<file path="src/rtl/core/dtf_pkg.sv">
// Package for the decimal text to float core.
// Holds character codes, scaling tables and state types; no dependencies.
package dtf_pkg;

  // Character codes
  localparam logic [7:0] CH_NUL   = 8'h00;
  localparam logic [7:0] CH_ZERO  = 8'h30;
  localparam logic [7:0] CH_NINE  = 8'h39;
  localparam logic [7:0] CH_MINUS = 8'h2d;
  localparam logic [7:0] CH_PLUS  = 8'h2b;
  localparam logic [7:0] CH_POINT = 8'h2e;
  localparam logic [7:0] CH_LO_E  = 8'h65;
  localparam logic [7:0] CH_UP_E  = 8'h45;

  // Limits and widths
  localparam int unsigned MANT_W = 31;
  localparam logic [MANT_W-1:0] MANT_LIMIT = 31'd200000000;
  localparam logic [13:0] EXP_DIGIT_MAX = 14'd9999;
  localparam logic [15:0] COUNT_MAX = 16'hffff;
  localparam logic signed [15:0] EXP_BIAS = 16'sd150;
  localparam logic signed [15:0] DEC_MAX = 16'sh7fff;
  localparam logic signed [15:0] DEC_MIN = 16'sh8000;
  localparam logic [2:0] STEP_LAST = 3'd5;

  // Text parser modes
  typedef enum logic [4:0] {
    MODE_SIGN  = 5'b00001,
    MODE_INT   = 5'b00010,
    MODE_FRAC  = 5'b00100,
    MODE_ESIGN = 5'b01000,
    MODE_EDIG  = 5'b10000
  } parse_mode_t;

  // Conversion sequencer
  typedef enum logic [5:0] {
    SEQ_IDLE = 6'b000001,
    SEQ_NORM = 6'b000010,
    SEQ_STEP = 6'b000100,
    SEQ_ADJ  = 6'b001000,
    SEQ_SHR  = 6'b010000,
    SEQ_PACK = 6'b100000
  } seq_state_t;

  // Multiplier for a multiply-by-ten step group (Q31 style fraction)
  function automatic logic [31:0] up_scale(input logic [2:0] idx);
    case (idx)
      3'd0:    up_scale = 32'd1342177280;
      3'd1:    up_scale = 32'd1677721600;
      3'd2:    up_scale = 32'd2097152000;
      3'd3:    up_scale = 32'd2048000000;
      3'd4:    up_scale = 32'd1953125000;
      3'd5:    up_scale = 32'd1776356839;
      default: up_scale = 32'd0;
    endcase
  endfunction

  // Multiplier for a divide-by-ten step group
  function automatic logic [31:0] down_scale(input logic [2:0] idx);
    case (idx)
      3'd0:    down_scale = 32'd1717986918;
      3'd1:    down_scale = 32'd1374389535;
      3'd2:    down_scale = 32'd1099511628;
      3'd3:    down_scale = 32'd1125899907;
      3'd4:    down_scale = 32'd1180591621;
      3'd5:    down_scale = 32'd1298074215;
      default: down_scale = 32'd0;
    endcase
  endfunction

  // Binary exponent gained when scaling up
  function automatic logic signed [15:0] up_bits(input logic [2:0] idx);
    case (idx)
      3'd0:    up_bits = 16'sd4;
      3'd1:    up_bits = 16'sd7;
      3'd2:    up_bits = 16'sd10;
      3'd3:    up_bits = 16'sd20;
      3'd4:    up_bits = 16'sd40;
      3'd5:    up_bits = 16'sd80;
      default: up_bits = 16'sd0;
    endcase
  endfunction

  // Binary exponent lost when scaling down
  function automatic logic signed [15:0] down_bits(input logic [2:0] idx);
    case (idx)
      3'd0:    down_bits = 16'sd3;
      3'd1:    down_bits = 16'sd6;
      3'd2:    down_bits = 16'sd9;
      3'd3:    down_bits = 16'sd19;
      3'd4:    down_bits = 16'sd39;
      3'd5:    down_bits = 16'sd79;
      default: down_bits = 16'sd0;
    endcase
  endfunction

  // Decimal exponent covered by each step
  function automatic logic [16:0] dec_steps(input logic [2:0] idx);
    case (idx)
      3'd0:    dec_steps = 17'd1;
      3'd1:    dec_steps = 17'd2;
      3'd2:    dec_steps = 17'd3;
      3'd3:    dec_steps = 17'd6;
      3'd4:    dec_steps = 17'd12;
      3'd5:    dec_steps = 17'd24;
      default: dec_steps = 17'd0;
    endcase
  endfunction

endpackage

</file>
<file path="src/rtl/core/decimal_text_to_float_core.sv">
// Decimal text to IEEE single converter, top level.
// Depends on dtf_pkg (codes, scale tables, state types).
//
// Usage:
//  - Input channel (in_valid/in_ready/in_char_code) takes one text character
//    per request. NUL or any unexpected character ends the number and is
//    counted.
//  - On the terminator a shared sequencer converts the value: one left shift
//    a cycle to normalize (up to 30), then six table step checks, every
//    taken step going through one 31x32 multiplier, then up to 7 right
//    shifts, then the pack state. After the terminator in_ready stays low
//    until the pack state completes (a zero mantissa goes straight to pack),
//    longer while the pack state waits for the output register.
//  - Output channel (out_valid/out_ready/out_float_bits/out_chars_consumed)
//    is a register; while a result waits, characters of the next number are
//    still accepted. The pack cycle holds until that register is free.
//  - Zero mantissa gives float_bits 0 with no scaling work.
//  - Synchronous active-low reset clears the parser, the sequencer and
//    out_valid.
module decimal_text_to_float_core
  import dtf_pkg::*;
(
  input  logic        clk,
  input  logic        rst_n,
  input  logic        in_valid,
  output logic        in_ready,
  input  logic [7:0]  in_char_code,
  output logic        out_valid,
  input  logic        out_ready,
  output logic [31:0] out_float_bits,
  output logic [15:0] out_chars_consumed
);

  // Parser state
  parse_mode_t        mode_r, mode_nxt;
  logic [MANT_W-1:0]  mant_acc_r, mant_acc_nxt;
  logic signed [15:0] dec_exp_r, dec_exp_nxt;
  logic [13:0]        exp_dig_r, exp_dig_nxt;
  logic               neg_r, neg_nxt;
  logic               exp_neg_r, exp_neg_nxt;
  logic [15:0]        char_cnt_r, char_cnt_nxt;

  // Conversion state
  seq_state_t         seq_r, seq_nxt;
  logic [MANT_W-1:0]  man_r, man_nxt;
  logic signed [15:0] exp2_r, exp2_nxt;
  logic [16:0]        e_rem_r, e_rem_nxt;
  logic               dir_up_r, dir_up_nxt;
  logic               sign_r, sign_nxt;
  logic               zero_r, zero_nxt;
  logic [15:0]        count_r, count_nxt;
  logic [2:0]         idx_r, idx_nxt;
  logic [29:0]        prod_hi_r, prod_hi_nxt;

  // Output register
  logic               out_valid_r, out_valid_nxt;
  logic [31:0]        out_bits_r, out_bits_nxt;
  logic [15:0]        out_cnt_r, out_cnt_nxt;

  logic               accept;
  logic               is_digit;
  logic [3:0]         digit;
  logic               done;
  logic [33:0]        mant_x10;
  logic [16:0]        exp_x10;
  logic signed [17:0] e10_wide;
  logic signed [15:0] e10;
  logic [31:0]        scale;
  logic [62:0]        product;
  logic [MANT_W-1:0]  adj_man;
  logic signed [15:0] exp_biased;

  assign in_ready = (seq_r == SEQ_IDLE);
  assign accept   = in_valid && in_ready;
  assign is_digit = in_char_code inside {[CH_ZERO:CH_NINE]};
  assign digit    = in_char_code[3:0];
  assign mant_x10 = {mant_acc_r, 3'b000} + {2'b00, mant_acc_r, 1'b0} + {30'd0, digit};
  assign exp_x10  = {exp_dig_r, 3'b000} + {2'b00, exp_dig_r, 1'b0} + {13'd0, digit};

  // Character parser
  always_comb begin
    mode_nxt     = mode_r;
    mant_acc_nxt = mant_acc_r;
    dec_exp_nxt  = dec_exp_r;
    exp_dig_nxt  = exp_dig_r;
    neg_nxt      = neg_r;
    exp_neg_nxt  = exp_neg_r;
    done         = 1'b0;
    char_cnt_nxt = (char_cnt_r == COUNT_MAX) ? char_cnt_r : char_cnt_r + 16'd1;
    if (in_char_code == CH_NUL) begin
      done = 1'b1;
    end else begin
      case (mode_r)
        MODE_SIGN: begin
          mode_nxt = MODE_INT;
          if (is_digit) begin
            mant_acc_nxt = {27'd0, digit};
          end else if (in_char_code == CH_MINUS) begin
            neg_nxt = 1'b1;
          end else if (in_char_code == CH_POINT) begin
            mode_nxt = MODE_FRAC;
          end else if (in_char_code != CH_PLUS) begin
            done = 1'b1;
          end
        end
        MODE_INT: begin
          if (is_digit) begin
            if (mant_acc_r <= MANT_LIMIT) begin
              mant_acc_nxt = mant_x10[MANT_W-1:0];
            end else if (dec_exp_r != DEC_MAX) begin
              dec_exp_nxt = dec_exp_r + 16'sd1;
            end
          end else if (in_char_code == CH_POINT) begin
            mode_nxt = MODE_FRAC;
          end else if (in_char_code == CH_LO_E || in_char_code == CH_UP_E) begin
            mode_nxt = MODE_ESIGN;
          end else begin
            done = 1'b1;
          end
        end
        MODE_FRAC: begin
          if (is_digit) begin
            if (mant_acc_r <= MANT_LIMIT) begin
              mant_acc_nxt = mant_x10[MANT_W-1:0];
              if (dec_exp_r != DEC_MIN) begin
                dec_exp_nxt = dec_exp_r - 16'sd1;
              end
            end
          end else if (in_char_code == CH_LO_E || in_char_code == CH_UP_E) begin
            mode_nxt = MODE_ESIGN;
          end else begin
            done = 1'b1;
          end
        end
        MODE_ESIGN: begin
          mode_nxt = MODE_EDIG;
          if (is_digit) begin
            exp_dig_nxt = {10'd0, digit};
          end else if (in_char_code == CH_MINUS) begin
            exp_neg_nxt = 1'b1;
          end else if (in_char_code != CH_PLUS) begin
            done = 1'b1;
          end
        end
        default: begin
          if (is_digit) begin
            exp_dig_nxt = (exp_x10 > {3'd0, EXP_DIGIT_MAX}) ? EXP_DIGIT_MAX
                                                           : exp_x10[13:0];
          end else begin
            done = 1'b1;
          end
        end
      endcase
    end
  end

  // Combined decimal exponent, saturated to 16 bits
  always_comb begin
    if (exp_neg_r) begin
      e10_wide = 18'(dec_exp_r) - $signed({4'd0, exp_dig_r});
    end else begin
      e10_wide = 18'(dec_exp_r) + $signed({4'd0, exp_dig_r});
    end
    if (e10_wide > 18'sd32767) begin
      e10 = DEC_MAX;
    end else if (e10_wide < -18'sd32768) begin
      e10 = DEC_MIN;
    end else begin
      e10 = e10_wide[15:0];
    end
  end

  // Shared multiplier and renormalize after a step
  assign scale   = dir_up_r ? up_scale(idx_r) : down_scale(idx_r);
  assign product = {32'd0, man_r} * {31'd0, scale};

  always_comb begin
    adj_man = {prod_hi_r, 1'b0};
    if (!adj_man[30]) begin
      adj_man = {adj_man[29:0], 1'b0};
    end
  end

  assign exp_biased = exp2_r + EXP_BIAS;

  // Conversion sequencer
  always_comb begin
    seq_nxt       = seq_r;
    man_nxt       = man_r;
    exp2_nxt      = exp2_r;
    e_rem_nxt     = e_rem_r;
    dir_up_nxt    = dir_up_r;
    sign_nxt      = sign_r;
    zero_nxt      = zero_r;
    count_nxt     = count_r;
    idx_nxt       = idx_r;
    prod_hi_nxt   = prod_hi_r;
    out_valid_nxt = out_valid_r && !out_ready;
    out_bits_nxt  = out_bits_r;
    out_cnt_nxt   = out_cnt_r;
    case (seq_r)
      SEQ_IDLE: begin
        if (accept && done) begin
          man_nxt    = mant_acc_r;
          exp2_nxt   = 16'sd0;
          sign_nxt   = neg_r;
          count_nxt  = char_cnt_nxt;
          zero_nxt   = (mant_acc_r == '0);
          dir_up_nxt = (e10 > 16'sd0);
          e_rem_nxt  = (e10 > 16'sd0) ? 17'(e10) : 17'd0 - 17'(e10);
          idx_nxt    = STEP_LAST;
          seq_nxt    = (mant_acc_r == '0) ? SEQ_PACK : SEQ_NORM;
        end
      end
      SEQ_NORM: begin
        if (man_r[30]) begin
          seq_nxt = SEQ_STEP;
        end else begin
          man_nxt  = {man_r[29:0], 1'b0};
          exp2_nxt = exp2_r - 16'sd1;
        end
      end
      SEQ_STEP: begin
        if (e_rem_r >= dec_steps(idx_r)) begin
          prod_hi_nxt = product[61:32];
          seq_nxt     = SEQ_ADJ;
        end else if (idx_r == 3'd0) begin
          seq_nxt = SEQ_SHR;
        end else begin
          idx_nxt = idx_r - 3'd1;
        end
      end
      SEQ_ADJ: begin
        man_nxt   = adj_man;
        e_rem_nxt = e_rem_r - dec_steps(idx_r);
        exp2_nxt  = exp2_r + (dir_up_r ? up_bits(idx_r) : -down_bits(idx_r))
                    - (({prod_hi_r, 1'b0} & 31'h4000_0000) == '0 ? 16'sd1 : 16'sd0);
        if (idx_r == 3'd0) begin
          seq_nxt = SEQ_SHR;
        end else begin
          idx_nxt = idx_r - 3'd1;
          seq_nxt = SEQ_STEP;
        end
      end
      SEQ_SHR: begin
        if (man_r[30:24] != '0) begin
          man_nxt  = {1'b0, man_r[30:1]};
          exp2_nxt = exp2_r + 16'sd1;
        end else begin
          seq_nxt = SEQ_PACK;
        end
      end
      SEQ_PACK: begin
        if (!out_valid_r || out_ready) begin
          out_valid_nxt = 1'b1;
          out_cnt_nxt   = count_r;
          if (zero_r) begin
            out_bits_nxt = 32'd0;
          end else begin
            out_bits_nxt = {sign_r | exp_biased[8], exp_biased[7:0], man_r[22:0]};
          end
          seq_nxt = SEQ_IDLE;
        end
      end
      default: begin
        seq_nxt = SEQ_IDLE;
      end
    endcase
  end

  // Registers
  always_ff @(posedge clk) begin
    if (!rst_n) begin
      mode_r      <= MODE_SIGN;
      mant_acc_r  <= '0;
      dec_exp_r   <= '0;
      exp_dig_r   <= '0;
      neg_r       <= 1'b0;
      exp_neg_r   <= 1'b0;
      char_cnt_r  <= '0;
      seq_r       <= SEQ_IDLE;
      out_valid_r <= 1'b0;
    end else begin
      seq_r       <= seq_nxt;
      out_valid_r <= out_valid_nxt;
      if (accept) begin
        if (done) begin
          mode_r     <= MODE_SIGN;
          mant_acc_r <= '0;
          dec_exp_r  <= '0;
          exp_dig_r  <= '0;
          neg_r      <= 1'b0;
          exp_neg_r  <= 1'b0;
          char_cnt_r <= '0;
        end else begin
          mode_r     <= mode_nxt;
          mant_acc_r <= mant_acc_nxt;
          dec_exp_r  <= dec_exp_nxt;
          exp_dig_r  <= exp_dig_nxt;
          neg_r      <= neg_nxt;
          exp_neg_r  <= exp_neg_nxt;
          char_cnt_r <= char_cnt_nxt;
        end
      end
    end
  end

  // Datapath registers, no reset
  always_ff @(posedge clk) begin
    man_r      <= man_nxt;
    exp2_r     <= exp2_nxt;
    e_rem_r    <= e_rem_nxt;
    dir_up_r   <= dir_up_nxt;
    sign_r     <= sign_nxt;
    zero_r     <= zero_nxt;
    count_r    <= count_nxt;
    idx_r      <= idx_nxt;
    prod_hi_r  <= prod_hi_nxt;
    out_bits_r <= out_bits_nxt;
    out_cnt_r  <= out_cnt_nxt;
  end

  assign out_valid          = out_valid_r;
  assign out_float_bits     = out_bits_r;
  assign out_chars_consumed = out_cnt_r;

endmodule

</file>
<file path="config.mk">
export PLATFORM = sky130hd
export DESIGN_NAME = decimal_text_to_float_core
export DESIGN_NICKNAME = d
export VERILOG_FILES = /design/src/rtl/core/dtf_pkg.sv /design/src/rtl/core/decimal_text_to_float_core.sv
export SDC_FILE = /design/constraint.sdc
export NUM_CORES = 2
export LEC_CHECK = 0
export ABC_AREA = 1
export BUFFER_PORTS_ARGS = -buffer_cell sky130_fd_sc_hd__buf_2
export CORE_ASPECT_RATIO = 1.75
export CORE_MARGIN = 2
export CORE_UTILIZATION = 45
export CTS_CLUSTER_DIAMETER = 120
export CTS_CLUSTER_SIZE = 12
export DETAILED_ROUTE_END_ITERATION = 8
export GPL_TIMING_DRIVEN = 0
export PLACE_DENSITY = 0.69
export SYNTH_ARGS = -nofsm -noshare
export SYNTH_HDL_FRONTEND = slang
export SYNTH_SLANG_ARGS = --single-unit
</file>
<file path="constraint.sdc">
create_clock -name clk -period 7.4 [get_ports clk]
set_input_delay 0.37 -clock clk [delete_from_list [all_inputs] [get_ports clk]]
set_output_delay 0.37 -clock clk [all_outputs]
set_load 0.02 [all_outputs]
</file>
=== After elaboration in Yosys (flattened, before gate mapping) ===
Index checks and enable logic that the tools add are counted.

* $add $sub $neg: 18
* Multiply operators: 1
* $lt $le $gt $ge: 8
* Eq/ne operators: 45
* Mux-type cells: 96
* Bitwise logic cells: 1
* Reductions and logical operators: 39

{| class="wikitable"
|+ Operator list
! operator !! number
|-
| one-hot mux 31 bit (6 select lines) || 2
|-
| 2-to-1 mux 16 bit || 18
|-
| 2-to-1 mux 31 bit || 9
|-
| one-hot mux 31 bit (4 select lines) || 1
|-
| one-hot mux 7 bit (6 select lines) || 2
|-
| 2-to-1 mux 14 bit || 5
|-
| 2-to-1 mux 17 bit || 4
|-
| one-hot mux 16 bit (4 select lines) || 1
|-
| logical NOT 31 bit || 2
|-
| multiplier 31 x 32 -> 62 bit || 1
|-
| one-hot mux 31 bit (2 select lines) || 1
|-
| 2-to-1 mux 6 bit || 7
|-
| one-hot mux 6 bit (6 select lines) || 1
|-
| 2-to-1 mux 5 bit || 7
|-
| one-hot mux 17 bit (2 select lines) || 1
|-
| adder 16 x 2 -> 16 bit, second input constant || 2
|-
| 2-to-1 mux 32 bit || 1
|-
| inequality test 16 bit, second input constant || 2
|-
| one-hot mux 16 bit (2 select lines) || 1
|-
| subtractor 16 x 2 -> 16 bit, second input constant || 2
|-
| adder 31 bit || 1
|-
| adder 31 x 4 -> 31 bit || 1
|-
| less-or-equal comparator 31 x 28 -> 1 bit, second input constant || 1
|-
| inequality test 3 bit, second input constant || 10
|-
| 66 further kinds || 125
|}

* Flip-flop bits (word level): 255
* Input port bits: 12
* Output and inout port bits: 50
* Word-level logic and storage cells: 229

=== Depth between registers and ports, before layout ===
* Word-level depth: 10
* Depth in mapped cells: 40
* Gate-level depth less buffers: 39

=== Least setup slack after synthesis ===
OpenSTA, ideal clock, no wires.

* Kind: reg-to-reg
* From: register idx_r[1]
* To: register prod_hi_r[26] (data pin)
* Setup time: 0.252 ns
* Data arrival time: 7.704 ns
* Required time: 7.148 ns
* Setup slack: -0.556 ns
* Stages on the path, launching flop included: 32
* Buffers on the path: 1
* Clock period less this slack: 7.956 ns
* Cells stage by stage: edfxtp_1 > inv_1 > ha_1 > inv_2 > nor2_1 > inv_1 > nor2_1 > a31oi_1 > inv_1 > clkbuf_1 > nand2_1 > fa_1 > inv_1 > fa_1 > fa_1 > inv_1 > fa_1 > inv_1 > fa_1 > fa_1 > fa_1 > fa_1 > ha_1 > a21oi_1 > o21ai_0 > a21oi_1 > o21a_1 > nor2_1 > a2111oi_0 > nand2_1 > nand2_1 > nand2_1

* Word-level cells in the longest chain between the ends: 4

{| class="wikitable"
|+ RTL lines
! item !! RTL line !! source
|-
| from (decl) || decimal_text_to_float_core.sv:52 || <nowiki>logic [2:0] idx_r, idx_nxt;</nowiki>
|-
| from (signal assigned) || decimal_text_to_float_core.sv:317 || <nowiki>idx_r <= idx_nxt;</nowiki>
|-
| == test 3 bit, or another cell as far along || dtf_pkg.sv:46, dtf_pkg.sv:59 ||
|-
| one-hot mux 31 bit (6 select lines), on equally long branches || dtf_pkg.sv:59, dtf_pkg.sv:46 ||
|-
| 2-to-1 mux 32 bit (*) || decimal_text_to_float_core.sv:174 || <nowiki>assign scale = dir_up_r ? up_scale(idx_r) : down_scale(idx_r);</nowiki>
|-
| multiplier 31 x 32 -> 62 bit (*) || decimal_text_to_float_core.sv:175 || <nowiki>assign product = {32'd0, man_r} * {31'd0, scale};</nowiki>
|-
| via product[58] || decimal_text_to_float_core.sv:69 || <nowiki>logic [62:0] product;</nowiki>
|-
| to (signal assigned) || decimal_text_to_float_core.sv:318 || <nowiki>prod_hi_r <= prod_hi_nxt;</nowiki>
|-
| to (decl) || decimal_text_to_float_core.sv:53 || <nowiki>logic [29:0] prod_hi_r, prod_hi_nxt;</nowiki>
|}

The timed path passes the listed nets; every way through them passes the cells marked *.
A chain may end at the register's enable or synchronous reset.

=== Worst setup path after layout ===
* From: register idx_r[0]
* To: register prod_hi_r[9] (data pin)

The elaborated chain is that of the path after synthesis.

==> impl_results.html <==
<table>
<tr><th>Metric</th><th>Value</th></tr>
<tr><th colspan="2">Logic synthesis</th></tr>
<tr><td>Synthesized area</td><td>48490 um^2</td></tr>
<tr><td>Most area-hungry cell type in the Yosys netlist</td><td>fa_1</td></tr>
<tr><td>Mean cell area of the mapped netlist</td><td>7.946 um^2</td></tr>
<tr><td>Flip-flop and latch count after synthesis</td><td>248</td></tr>
<tr><td>EDFF count, synth</td><td>157</td></tr>
<tr><td>Synth Instances</td><td>6102</td></tr>
<tr><td>Top cells by area in the synthesized netlist</td><td>fa_1, ha_1, edfxtp_1, inv_1, nand2_1</td></tr>
<tr><td>Yosys warnings</td><td>0</td></tr>
<tr><td>Proportion of synthesized chip area in sequential cells</td><td>0.1348</td></tr>
<tr><td>Yosys cell types</td><td>74</td></tr>
<tr><td>Synthesized net count</td><td>7362</td></tr>
<tr><td>Top_reg_cell synth</td><td>edfxtp_1</td></tr>
<tr><td>Share of the synthesized area in the top cell type</td><td>0.3489</td></tr>
<tr><td>Async set or reset register ratio after synthesis</td><td>0</td></tr>
<tr><th colspan="2">Global routing</th></tr>
<tr><td>Vias in the first global route</td><td>47.89k</td></tr>
<tr><td>GRT Resource Usage Total</td><td>0.4041</td></tr>
<tr><td>Maximum number of pins on one net before global-route repair</td><td>31</td></tr>
<tr><td>Congestion Overflow GR</td><td>0</td></tr>
<tr><td>Wire length of the first global-routing pass</td><td>317100 um</td></tr>
<tr><td>Antenna violations before repair</td><td>13</td></tr>
<tr><th colspan="2">Clock tree</th></tr>
<tr><td>Maximum clock path buffer count</td><td>3</td></tr>
<tr><td>Buffer cell driving the clock tree root</td><td>clkbuf_16</td></tr>
<tr><td>CTS clock-pin slew for the worst setup and hold paths</td><td>0.08 ns</td></tr>
<tr><td>TritonCTS clock tree</td><td>yes</td></tr>
<tr><td>TritonCTS Buffers</td><td>26</td></tr>
<tr><td>Number of clock sinks</td><td>248</td></tr>
<tr><td>H-tree depth reported by CTS</td><td>1</td></tr>
<tr><td>Count of hold-fix buffers inserted at cts</td><td>0</td></tr>
<tr><td>Worst-Skew Late Latency</td><td>0.64 ns</td></tr>
<tr><th colspan="2">Timing</th></tr>
<tr><td>Final-report max-slew violation count</td><td>28</td></tr>
<tr><td>Setup Viol. Count Final</td><td>30</td></tr>
<tr><td>Worst clock skew</td><td>0.05485 ns</td></tr>
<tr><td>Final hold violation count</td><td>0</td></tr>
<tr><td>Min setup slack post-route</td><td>-1.086 ns</td></tr>
<tr><td>Final critical delay including setup and external delays</td><td>8.486 ns</td></tr>
<tr><td>Worst rel slew slack</td><td>-0.04443</td></tr>
<tr><td>RSZ-0062 raised after global routing</td><td>yes</td></tr>
<tr><td>Share of the clock period used by the worst path after layout</td><td>1.147</td></tr>
<tr><td>Pin slew with the least headroom to its limit</td><td>1.567 ns</td></tr>
<tr><td>Maximum frequency from static timing analysis</td><td>0.1178 GHz</td></tr>
<tr><th colspan="2">Worst setup path</th></tr>
<tr><td>Critical path data arrival time</td><td>8.83 ns</td></tr>
<tr><td>Highest fanout seen on the critical path</td><td>5</td></tr>
<tr><td>Type of the worst setup path</td><td>reg -&gt; reg</td></tr>
<tr><td>Nature of the critical path endpoint</td><td>flop</td></tr>
<tr><td>Cell type of the slowest stage on the worst timing path</td><td>fa_1</td></tr>
<tr><td>Setup slack of the most critical reg-to-reg path</td><td>-1.09 ns</td></tr>
<tr><td>Reg2Reg Launch Point</td><td>idx_r[0]$_SDFFCE_PN1P_</td></tr>
<tr><td>Element type at the critical path start</td><td>flop</td></tr>
<tr><td>Critical path data required time</td><td>7.74 ns</td></tr>
<tr><td>Largest stage delay, worst path</td><td>0.57 ns</td></tr>
<tr><td>Worst reg2reg path endpoint</td><td>prod_hi_r[9]$_DFFE_PP_</td></tr>
<tr><td>Worst Reg-to-Reg Cells</td><td>36</td></tr>
<tr><td>Most prevalent standard cell on the critical path</td><td>fa_1</td></tr>
<tr><th colspan="2">Drt</th></tr>
<tr><td>Per-cell via count in the routed design</td><td>5.746</td></tr>
<tr><td>Drt initial violations</td><td>3626</td></tr>
<tr><td>Total routed wirelength</td><td>221800 um</td></tr>
<tr><td>Post-DR wirelength/cell</td><td>28.28 um</td></tr>
<tr><td>Post-detailed-route DRC marker count</td><td>0</td></tr>
<tr><td>Antenna Violating Nets Remaining</td><td>0</td></tr>
<tr><td>DR vias</td><td>45.06k</td></tr>
<tr><td>Drt pass-1 iters</td><td>6</td></tr>
<tr><th colspan="2">Hold path</th></tr>
<tr><td>Type of the worst min-delay path</td><td>in -&gt; reg</td></tr>
<tr><td>Worst Hold Path Cells</td><td>3</td></tr>
<tr><td>Origin of the worst min-delay path</td><td>rst_n</td></tr>
<tr><td>End point of the most critical hold path</td><td>exp_dig_r[2]$_SDFFE_PN0P_</td></tr>
<tr><th colspan="2">Cells and area</th></tr>
<tr><td>Nets@finish</td><td>7703</td></tr>
<tr><td>Area delta synth-&gt;final</td><td>18.77%</td></tr>
<tr><td>Layout cell share with drive strength beyond 1</td><td>0.1673</td></tr>
<tr><th colspan="2">Status</th></tr>
<tr><td>Violations in the final reports</td><td>capacitance limit, slew limit, setup timing</td></tr>
<tr><td>Run status</td><td>finished, violations left</td></tr>
<tr><th colspan="2">Placed design</th></tr>
<tr><td>Post-Place Setup Slack</td><td>-2.976 ns</td></tr>
<tr><td>Final HPWL from detailed placement</td><td>176000 um</td></tr>
<tr><td>Placer's final routability congestion estimate</td><td>1.112</td></tr>
<tr><td>Port buffer count</td><td>61</td></tr>
<tr><th colspan="2">Floorplan</th></tr>
<tr><td>Horizontal die dimension</td><td>252.1 um</td></tr>
<tr><td>Num ports</td><td>62</td></tr>
<tr><td>Die Height</td><td>438.2 um</td></tr>
<tr><td>Core footprint</td><td>107000 um^2</td></tr>
<tr><td>Std-Cell Rows</td><td>159</td></tr>
<tr><td>Effective utilization at floorplan</td><td>0.4530</td></tr>
<tr><td>Die Footprint</td><td>110500 um^2</td></tr>
<tr><th colspan="2">Job</th></tr>
<tr><td>Max-capacitance violation count</td><td>2</td></tr>
</table>
worst max-delay path: cells and delay by family, from the launching register on:
family | cells | cell delay (ns)
buf+inv | 13 | 1.48
xor+xnor | 1 | 0.17
compound gates | 5 | 1.01
simple gates | 7 | 0.87
flops | 1 | 0.44
fa+ha+maj | 10 | 4.17
cell families (layout without fill, tap and decap cells):
logic type                 after synthesis  in the layout  share of synthesized area
DFF                                    248            248                     0.1348
AOI/OAI and AO/OA                      615            615                    0.07230
adders and majority gates             1248           1248                     0.4529
xor gates and xnor gates               114            114                    0.02059
other                                    0             11                          0
buffers and inverters                 1467           1828                     0.1150
and+or+nand+nor                       2410           2410                     0.2044
layout by cell type, fill, tap and decap left out, drive strengths merged, types with 12 or more instances in the layout:
master / n
nor2: 885
clkinvlp: 14
ha: 403
xor2: 71
a22oi: 20
o21bai: 13
o211ai: 13
fa: 845
nand3: 141
xnor2: 43
buf: 357
a31oi: 22
o311ai: 17
nand2: 1208
clkbuf: 224
nand4: 63
nor4: 22
nor3: 60
dfxtp: 91
a21oi: 312
o21a: 12
inv: 1214
o21ai: 153
nand3b: 13
edfxtp: 157
clkinv: 19
sequential cells by signal (all words and copies together), names as in the netlist:
| register | count |
|---|---|
| e_rem_r | 17 |
| char_cnt_r | 16 |
| out_valid | 1 |
| count_r | 16 |
| dec_exp_r | 16 |
| man_r | 31 |
| mant_acc_r | 31 |
| exp_dig_r | 14 |
| seq_r | 6 |
| out_chars_consumed | 16 |
| prod_hi_r | 30 |
| exp2_r | 9 |
| sign_r | 1 |
| zero_r | 1 |
| idx_r | 3 |
| exp_neg_r | 1 |
| out_float_bits | 32 |
| neg_r | 1 |
| dir_up_r | 1 |
| mode_r | 5 |
timing repair:
item	4_1_cts	5_1_grt
gates resized for setup	811	174
setup endpoints to repair	30	38
pin swaps	199	108
setup buffers	215	67
area by class of cell:
class / instances / area [um^2]
clock buffers: 43 / 714.4
clock inverters: 5 / 51.30
flip-flops and latches: 248 / 6536
plain buffers: 214 / 1819
repair buffers: 324 / 2745
inverters: 1242 / 4841
well taps: 1368 / 1712
diodes: 11 / 27.53
fillers: 10010 / 49440
multi-input cells: 4387 / 39140
synthesized netlist by cell type, drive strengths merged, types with 13 or more instances:
| cell type | count |
|---|---|
| xnor2 | 43 |
| clkbuf | 202 |
| a21oi | 312 |
| o211ai | 13 |
| nand3b | 13 |
| nor4 | 22 |
| nor2 | 885 |
| buf | 23 |
| o21bai | 13 |
| a31oi | 22 |
| o21ai | 153 |
| dfxtp | 91 |
| inv | 1225 |
| ha | 403 |
| fa | 845 |
| nand3 | 141 |
| o311ai | 17 |
| xor2 | 71 |
| nand4 | 63 |
| a22oi | 20 |
| nand2 | 1208 |
| clkinv | 17 |
| edfxtp | 157 |
| nor3 | 60 |
metrics by stage:
step	hold slack, ns	instances	util	setup TNS [ns]	instance area [um^2]
detailed placement	0.4072	7535	0.4746	-77.09	50800
global route	0.05884	7833	0.5378	-30.50	57560
floorplan	0.4003	6102	-	-0.002305	48680
CTS	0.01826	7786	0.5276	-19.33	56470
global placement	0.4069	7531	0.4737	-77.49	50700
finish	0.03148	7842	0.5380	-26.96	57590
worst max-delay path by stage:
stage	startpoint	cells past startpoint	end	slack, ns
2_1_floorplan	idx_r[0]$_SDFFCE_PN1P_	35	prod_hi_r[26]$_DFFE_PP_	-0.002
3_3_place_gp	idx_r[0]$_SDFFCE_PN1P_	29	prod_hi_r[21]$_DFFE_PP_	-2.96
3_5_place_dp	dir_up_r$_DFFE_PP_	27	prod_hi_r[22]$_DFFE_PP_	-2.98
4_1_cts	idx_r[0]$_SDFFCE_PN1P_	29	prod_hi_r[26]$_DFFE_PP_	-0.78
5_1_grt	idx_r[0]$_SDFFCE_PN1P_	33	prod_hi_r[28]$_DFFE_PP_	-1.20
6_report	idx_r[0]$_SDFFCE_PN1P_	36	prod_hi_r[9]$_DFFE_PP_	-1.09
metal layers:
metal | wire length [um] | GRT usage | vias to the layer above
li1 | - | - | 19420
met1 | 63810 | 0.3627 | 22050
met2 | 108000 | 0.7003 | 2314
met3 | 18140 | 0.1089 | 1267
met4 | 31760 | 0.4332 | 12
met5 | 88 | 0 | -
Power is not shown: default switching activity piles up to over one toggle a cycle in this logic, so the estimate is an artifact.
